### src/gfp_pkg.sv
// gfp_pkg: shared constants and types for the gyro frame parser.
// No dependencies; imported by gfp_assembler and gyro_frame_parser.
package gfp_pkg;

  localparam logic [7:0] HDR_BYTE    = 8'h5A;
  localparam logic [7:0] TYPE_RATE   = 8'hAA;
  localparam logic [7:0] TYPE_YAW    = 8'hBB;
  localparam logic [7:0] TYPE_STATUS = 8'hCC;
  localparam logic [7:0] BIAS_GOOD   = 8'h96;

  // byte position within a frame
  localparam logic [2:0] CNT_HUNT  = 3'd0;
  localparam logic [2:0] CNT_TYPE  = 3'd1;
  localparam logic [2:0] CNT_LOW   = 3'd2;
  localparam logic [2:0] CNT_HIGH  = 3'd3;
  localparam logic [2:0] CNT_CHECK = 3'd4;

  localparam logic [1:0] KIND_RATE   = 2'd0;
  localparam logic [1:0] KIND_YAW    = 2'd1;
  localparam logic [1:0] KIND_STATUS = 2'd2;

  typedef struct packed {
    logic               valid;
    logic [1:0]         frame_kind;
    logic signed [15:0] data_word;
    logic               bias_ok;
  } result_t;

endpackage

### src/gyro_frame_parser.sv
// gyro_frame_parser: top level; byte input channel, frame assembler and
// registered result channel. Depends on gfp_pkg and gfp_assembler.
// A result is registered at the output in the cycle after its checksum byte
// is accepted. Throughput: one byte per cycle; the output register frees in
// the same cycle it is taken, so input stalls only while a result waits.
// Reset (rst, synchronous) returns the parser to header hunt and empties
// the output register.
module gyro_frame_parser (
  input  logic               clk,
  input  logic               rst,
  input  logic               in_valid,
  output logic               in_ready,
  input  logic [7:0]         rx_byte,
  output logic               out_valid,
  input  logic               out_ready,
  output logic [1:0]         frame_kind,
  output logic signed [15:0] data_word,
  output logic               bias_ok
);
  import gfp_pkg::*;

  result_t res;
  logic    take;

  assign in_ready = !out_valid || out_ready;
  assign take     = in_valid && in_ready;

  gfp_assembler u_asm (
    .clk     (clk),
    .rst     (rst),
    .take    (take),
    .rx_byte (rx_byte),
    .res     (res)
  );

  always_ff @(posedge clk) begin
    if (rst) begin
      out_valid <= 1'b0;
    end else if (in_ready) begin
      out_valid <= take && res.valid;
    end
  end

  always_ff @(posedge clk) begin
    if (take && res.valid) begin
      frame_kind <= res.frame_kind;
      data_word  <= res.data_word;
      bias_ok    <= res.bias_ok;
    end
  end

  a_kind_legal: assert property (@(posedge clk) disable iff (rst)
    out_valid |-> frame_kind != 2'd3) else $error("illegal frame kind");

  a_status_zero: assert property (@(posedge clk) disable iff (rst)
    out_valid && frame_kind == KIND_STATUS |-> data_word == 16'sd0)
    else $error("status frame carries nonzero value");

  a_bias_status_only: assert property (@(posedge clk) disable iff (rst)
    out_valid && frame_kind != KIND_STATUS |-> !bias_ok)
    else $error("bias flag on data frame");

endmodule

### src/gfp_assembler.sv
// gfp_assembler: frame state tracker; decodes one byte per accepted item
// and presents the resulting frame, if any, combinationally. Uses gfp_pkg.
module gfp_assembler (
  input  logic              clk,
  input  logic              rst,
  input  logic              take,
  input  logic [7:0]        rx_byte,
  output gfp_pkg::result_t  res
);
  import gfp_pkg::*;

  logic [2:0] count, count_next;
  logic [7:0] frame_type, frame_type_next;
  logic [7:0] data_low, data_low_next;
  logic [7:0] data_high, data_high_next;
  logic [7:0] running_sum, running_sum_next;
  logic       sum_match;

  assign sum_match = (rx_byte == running_sum);

  always_comb begin
    count_next       = count;
    frame_type_next  = frame_type;
    data_low_next    = data_low;
    data_high_next   = data_high;
    running_sum_next = running_sum;
    res              = '0;
    case (count)
      CNT_TYPE: begin
        if (rx_byte inside {TYPE_RATE, TYPE_YAW, TYPE_STATUS}) begin
          frame_type_next  = rx_byte;
          running_sum_next = running_sum + rx_byte;
          count_next       = CNT_LOW;
        end else begin
          running_sum_next = HDR_BYTE;
          count_next       = (rx_byte == HDR_BYTE) ? CNT_TYPE : CNT_HUNT;
        end
      end
      CNT_LOW: begin
        data_low_next    = rx_byte;
        running_sum_next = running_sum + rx_byte;
        count_next       = CNT_HIGH;
      end
      CNT_HIGH: begin
        data_high_next   = rx_byte;
        running_sum_next = running_sum + rx_byte;
        count_next       = CNT_CHECK;
      end
      CNT_CHECK: begin
        count_next = CNT_HUNT;
        if (frame_type == TYPE_STATUS) begin
          res.valid      = 1'b1;
          res.frame_kind = KIND_STATUS;
          res.bias_ok    = (data_low == 8'd0) && (data_high == 8'd0) &&
                           ((rx_byte == BIAS_GOOD) || sum_match);
        end else if (sum_match) begin
          res.valid      = 1'b1;
          res.frame_kind = (frame_type == TYPE_YAW) ? KIND_YAW : KIND_RATE;
          res.data_word  = {data_high, data_low};
        end
      end
      default: begin
        running_sum_next = HDR_BYTE;
        count_next       = (rx_byte == HDR_BYTE) ? CNT_TYPE : CNT_HUNT;
      end
    endcase
  end

  always_ff @(posedge clk) begin
    if (rst) begin
      count <= CNT_HUNT;
    end else if (take) begin
      count <= count_next;
    end
  end

  always_ff @(posedge clk) begin
    if (take) begin
      frame_type  <= frame_type_next;
      data_low    <= data_low_next;
      data_high   <= data_high_next;
      running_sum <= running_sum_next;
    end
  end

  a_count_range: assert property (@(posedge clk) disable iff (rst)
    count <= CNT_CHECK) else $error("frame byte count out of range");

  a_check_wraps: assert property (@(posedge clk) disable iff (rst)
    take && count == CNT_CHECK |=> count == CNT_HUNT)
    else $error("count did not return to hunt after checksum byte");

  a_result_on_last: assert property (@(posedge clk) disable iff (rst)
    res.valid |-> count == CNT_CHECK)
    else $error("result raised before last frame byte");

endmodule
### config.mk
export PLATFORM = sky130hd
export DESIGN_NAME = gyro_frame_parser
export DESIGN_NICKNAME = d
export VERILOG_FILES = /design/src/gfp_pkg.sv /design/src/gyro_frame_parser.sv /design/src/gfp_assembler.sv
export SDC_FILE = /design/constraint.sdc
export NUM_CORES = 1
export LEC_CHECK = 0
export BUFFER_PORTS_ARGS = -buffer_cell sky130_fd_sc_hd__buf_2
export CAP_MARGIN = 5
export CORE_MARGIN = 5
export CORE_UTILIZATION = 30
export CTS_BUF_LIST = sky130_fd_sc_hd__clkbuf_16
export CTS_CLUSTER_SIZE = 30
export DETAILED_ROUTE_END_ITERATION = 8
export PLACE_DENSITY = 0.51
export SLEW_MARGIN = 40
export SYNTH_ARGS = -nofsm -noshare
export SYNTH_HDL_FRONTEND = slang
export SYNTH_SLANG_ARGS = --single-unit
### constraint.sdc
create_clock -name clk -period 3.56 [get_ports clk]
set_input_delay 0.178 -clock clk [delete_from_list [all_inputs] [get_ports clk]]
set_output_delay 0.178 -clock clk [all_outputs]
set_load 0.01 [all_outputs]
== Word level (Yosys, flattened, before mapping) ==
Index checks and enable logic that the tools add are counted.

* Register bits: 55
* Input port bits: 12
* Output and inout port bits: 21
* Logic and storage cells: 53

* Add/subtract/negate cells: 1
* Equality and inequality tests: 12
* Mux-type cells: 11
* Bitwise logic cells: 2
* Reduce and logical (&&, ||, !) cells: 17

{| class="wikitable"
|+ Operator list
! kind !! number
|-
| equality test 8 bit, second input constant || 6
|-
| one-hot mux 8 bit (3 select lines) || 1
|-
| 2-to-1 mux 20 bit || 1
|-
| 2-to-1 mux 19 bit || 1
|-
| zero test 8 bit || 2
|-
| 2-to-1 mux 16 bit || 1
|-
| one-hot mux 3 bit (4 select lines) || 1
|-
| adder 8 bit || 1
|-
| equality test 8 x 7 -> 1 bit, second input constant || 1
|-
| equality test 8 bit || 1
|-
| 2-to-1 mux 8 bit || 1
|-
| AND reduction 2 bit || 4
|-
| equality test 3 x 2 -> 1 bit, second input constant || 2
|-
| 2-to-1 mux 3 bit || 2
|-
| logical AND 1 bit || 4
|-
| equality test 3 x 1 -> 1 bit, second input constant || 1
|-
| equality test 3 bit, second input constant || 1
|-
| 2-to-1 mux 1 bit || 3
|-
| AND reduction 3 bit || 1
|-
| nonzero test 3 bit || 1
|-
| OR reduction 3 bit || 1
|-
| logical OR 1 bit || 2
|-
| NOT 1 bit || 2
|-
| OR reduction 2 bit || 1
|-
| zero test 1 bit || 1
|}

== Logic depth before layout (Yosys ltp) ==
* Depth after elaboration: 6
* Mapped depth: 6
* Mapped depth without buffers: 6

== By module ==
Synthesis repeated with hierarchy kept, for this count alone.

* Cells, all modules: 180
* Area total of the unflattened synthesis: 2533.7 um^2

{| class="wikitable"
|+ Modules (own cells, without submodules)
! module !! times used !! cells each !! area an instance (um^2) !! sequential area each (um^2)
|-
| gfp_assembler || 1 || 155 || 1895.6 || 1021.0
|-
| gyro_frame_parser || 1 || 25 || 638.1 || 590.6
|}

== Worst setup path after synthesis ==
OpenSTA, ideal clock, no wires.

* Path kind: register to register
* Start point: reg u_asm.running_sum[5]
* End point: reg bias_ok (enable)
* Setup time: 0.395 ns
* Arrival: 2.072 ns
* Data required time: 3.165 ns
* Path slack: 1.093 ns
* Cell stages (with the launch flop): 6
* Path buffers: 0
* Clock period less this slack: 2.467 ns
* Cells stage by stage: edfxtp_1 ha_1 nor4_1 and3_1 o21ai_0 nor2_1

* Word-level cells in the longest chain between the ends: 5

{| class="wikitable"
|+ Ends and longest elaborated chain
! item !! RTL line !! text
|-
| from (decl) || gfp_assembler.sv:16 || <nowiki>logic [7:0] running_sum, running_sum_next;</nowiki>
|-
| from (signal assigned) || gfp_assembler.sv:82 || <nowiki>running_sum <= running_sum_next;</nowiki>
|-
| equality test 8 bit || gfp_assembler.sv:19 || <nowiki>assign sum_match = (rx_byte == running_sum);</nowiki>
|-
| 2-to-1 mux 19 bit || gfp_assembler.sv:56 || <nowiki>end else if (sum_match) begin</nowiki>
|-
| 2-to-1 mux 3 bit || gfp_assembler.sv:51 || <nowiki>if (frame_type == TYPE_STATUS) begin</nowiki>
|-
| 2-to-1 mux 20 bit || gfp_assembler.sv:28 || <nowiki>case (count)</nowiki>
|-
| logical AND 1 bit || gyro_frame_parser.sv:45 || <nowiki>if (take && res.valid) begin</nowiki>
|-
| to (signal assigned) || gyro_frame_parser.sv:48 || <nowiki>bias_ok <= res.bias_ok;</nowiki>
|-
| to (decl) || gyro_frame_parser.sv:18 || <nowiki>output logic bias_ok</nowiki>
|}

Every way passes these cells.
A chain may end at the register's enable or synchronous reset.

== Worst setup path after layout ==
* Start point: reg u_asm.running_sum[5]
* End point: reg data_word[12] (enable)

* Word-level cells in the longest chain between the ends: 5

{| class="wikitable"
|+ Ends and longest elaborated chain
! item !! RTL line !! text
|-
| equality test 8 bit || gfp_assembler.sv:19 ||
|-
| 2-to-1 mux 19 bit || gfp_assembler.sv:56 ||
|-
| 2-to-1 mux 3 bit || gfp_assembler.sv:51 ||
|-
| 2-to-1 mux 20 bit || gfp_assembler.sv:28 ||
|-
| logical AND 1 bit || gyro_frame_parser.sv:45 ||
|-
| to (signal assigned) || gyro_frame_parser.sv:47 || <nowiki>data_word <= res.data_word;</nowiki>
|-
| to (decl) || gyro_frame_parser.sv:17 || <nowiki>output logic signed [15:0] data_word,</nowiki>
|}

Every way passes these cells.

==> run summary <==
Fmax = 482 MHz
R2r startpoint = u_asm.running_sum[5]$_DFFE_PP_
Clock Skews = 8.27 ps
Hold Path End = u_asm.count[2]$_SDFFE_PP0P_
Avg WL per Cell = 14.9 µm
Mapped Avg Cell Area = 14.2 µm²
PostCTS Resize Cnt = 0
Drt first pass iters = 4
Post-synth EDFFs = 51
Synth-to-Final Area Change = 18.3%
Leading register cell type out of synthesis = edfxtp_1
RSZ-0062 raised after global routing = false
Sink Count = 55
I/O pin count = 33
Mapped Nets = 197
Layout cells sized above 1 = 31.1%
Min Hold Slack = 85.8 ps
Tcrit/Tclk final = 58.2%
Power per cell area = 424 nW/µm²
Synth Cell Area = 2520 µm²
Die X = 102 µm
Req. time, crit path = 3540 ps
Crit end category = flop
Site Rows = 33
Root buffer cell = clkbuf_16
Hold Path Cell Cnt = 2
Crit Path Class = flop to flop
Min-delay worst type = input pin to flop
GP Congestion = 0.719
Yosys cell types = 48
Count of input and output buffers = 32
Fraction of registers with async set/reset = 0%
Total CTS buffers = 5
CTS tree = yes
Max H-tree Level = 2
Max IR drop VDD = 0.000192 V
Crit path DAT = 2060 ps
Final-report hold violation count = 0
Iter 0 DRT Violations = 54
Placed wire-length estimate = 3.51 mm
Final critical-path required period = 2070 ps
ANT nets after route = 0
WL final = 4.82 mm
Synthesized flop and latch total = 55
Post-CTS setup buffers = 0
Crit Path Max Fanout = 19
Cell count after synthesis = 177
Slew margin rel. = 46.8%
Die ar. = 10300 µm²
Core region area = 8220 µm²
Most frequent cells in the layout = edfxtp_1 (51), buf_2 (32), and2_4 (10)
Initial Utilization = 30.7%
Setup violators final = 0
# diodes = 0
Worst R2R Path Depth = 6
Hold_sp = rst
R2R Setup Slk = 1490 ps
Seq/Total Area, Yosys = 64.0%
Commonest non-fill, non-tap cell in the layout = edfxtp_1
Static Leak = 0.980 nW
Layout net count = 238
Critical Path Start = u_asm.running_sum[5]$_DFFE_PP_
Max-slew violation count = 0
Total gr overflow = 0
Startpoint types = flop
Worst-margin pin slew = 795 ps
Largest net degree at the start of global routing = 20
Hold Buf Count CTS = 0
Vias = 1529
Total GRT Usage = 10.2%
Clk slew on worst S/H paths = 80 ps
Initial antenna violation count = 0
First-pass GRT wire length = 7.95 mm
Max cap viols = 0
RR Endpoint = data_word[12]$_SDFFCE_PP0P_
Status = finished clean
Residual DRC = 0
Worst-Skew Late Latency = 300 ps
CTS Buffer Depth = 2
Number of warnings issued by yosys = 0
Number of global-route vias before repair = 1525
Avg Vias per Cell = 4.72
Setup_tns = 0 ps
Die H = 102 µm
## critical path: stages, from the launching register on
cell and delay (ps):
edfxtp_1 370, ha_1 350, nor4_1 280, and3_1 300
o21ai_0 100, nor2_1 80, buf_4 260
## Yosys cell counts, types with 2 or more instances
cell      number  share of area, %
a211oi_1       3              0.89
a21oi_1        7               1.4
and2_1         3              0.75
and2_2         5               1.5
and2_4        10               3.5
and3_1         2              0.50
and3b_1        2              0.70
and4b_1        3               1.2
and4bb_2       2              0.99
dfxtp_1        4               3.2
edfxtp_1      51                61
ha_1           7               3.5
inv_1          5              0.75
nand2_1        7               1.0
nand2b_1       5               1.2
nor2_1         6              0.89
nor2b_1        3              0.75
nor3_1         4              0.79
nor4_1         6               1.5
nor4b_1        3               1.0
o211ai_1       4               1.2
o21ai_0        6               1.2
or2_2          2              0.50
xnor2_1        3               1.0
## sequential cells by signal, indices dropped and copies added (netlist names)
| name | cells |
|---|---|
| u_asm.running_sum | 8 |
| u_asm.count | 3 |
| frame_kind | 2 |
| bias_ok | 1 |
| u_asm.frame_type | 8 |
| u_asm.data_low | 8 |
| u_asm.data_high | 8 |
| data_word | 16 |
| out_valid | 1 |
## worst max-delay path by stage
stage,to,slack [ps]
5_1_grt,data_word[0]$_SDFFCE_PP0P_,1250
6_report,data_word[12]$_SDFFCE_PP0P_,1490
3_5_place_dp,frame_kind[0]$_SDFFCE_PP0P_,1460
3_3_place_gp,u_asm.frame_type[4]$_DFFE_PP_,1410
2_1_floorplan,bias_ok$_SDFFCE_PN0P_,1090
4_1_cts,frame_kind[0]$_SDFFCE_PP0P_,1470
## cells by family after synthesis
kind of cell	after synthesis	share of synthesized area, %
AND/OR/NAND/NOR	71	19.6
flip-flops	55	64.0
AO/OA/AOI/OAI	33	9.59
adder cells (fa/ha/maj)	8	4.27
buffers and inverters	6	1.19
XOR/XNOR	4	1.39
## layout make-up
cell class,count,area [µm²]
Fill cell,802,5240
Sequential cell,55,1610
Multi-Input combinational cell,116,890
Timing Repair Buffer,35,183
Tap cell,105,131
Clock buffer,5,125
Clock inverter,3,21.3
Inverter,5,18.8
## per-layer routing
layer | vias to the layer above | track usage (%) | wire (µm)
met1 | 722 | 12.8 | 2130
met4 | 0 | 3.07 | 38
li1 | 769 | - | -
met5 | - | 0 | 0
met2 | 35 | 16.9 | 2360
met3 | 3 | 3.10 | 296
## through the flow
stage | util, % | cells | cell area [µm²] | power (mW) | setup slack (ps)
6_report | 36.3 | 324 | 2980 | 1.26 | 1490
5_1_grt | 36.3 | 324 | 2980 | 1.32 | 1250
4_1_cts | 36.3 | 324 | 2980 | 1.28 | 1470
3_5_place_dp | 34.5 | 316 | 2830 | 0.791 | 1460
3_3_place_gp | 34.3 | 316 | 2820 | 0.790 | 1410
2_1_floorplan | - | 177 | 2520 | 0.762 | 1090
## power by group
group | internal, mW | total, mW | switching, mW
Clock | 0.261 | 0.488 | 0.227
Sequential | 0.703 | 0.705 | 0.00189
Combinational | 0.0277 | 0.0706 | 0.0429
Total | 0.992 | 1.26 | 0.272
No activity file was read; power rests on OpenSTA's default activity.
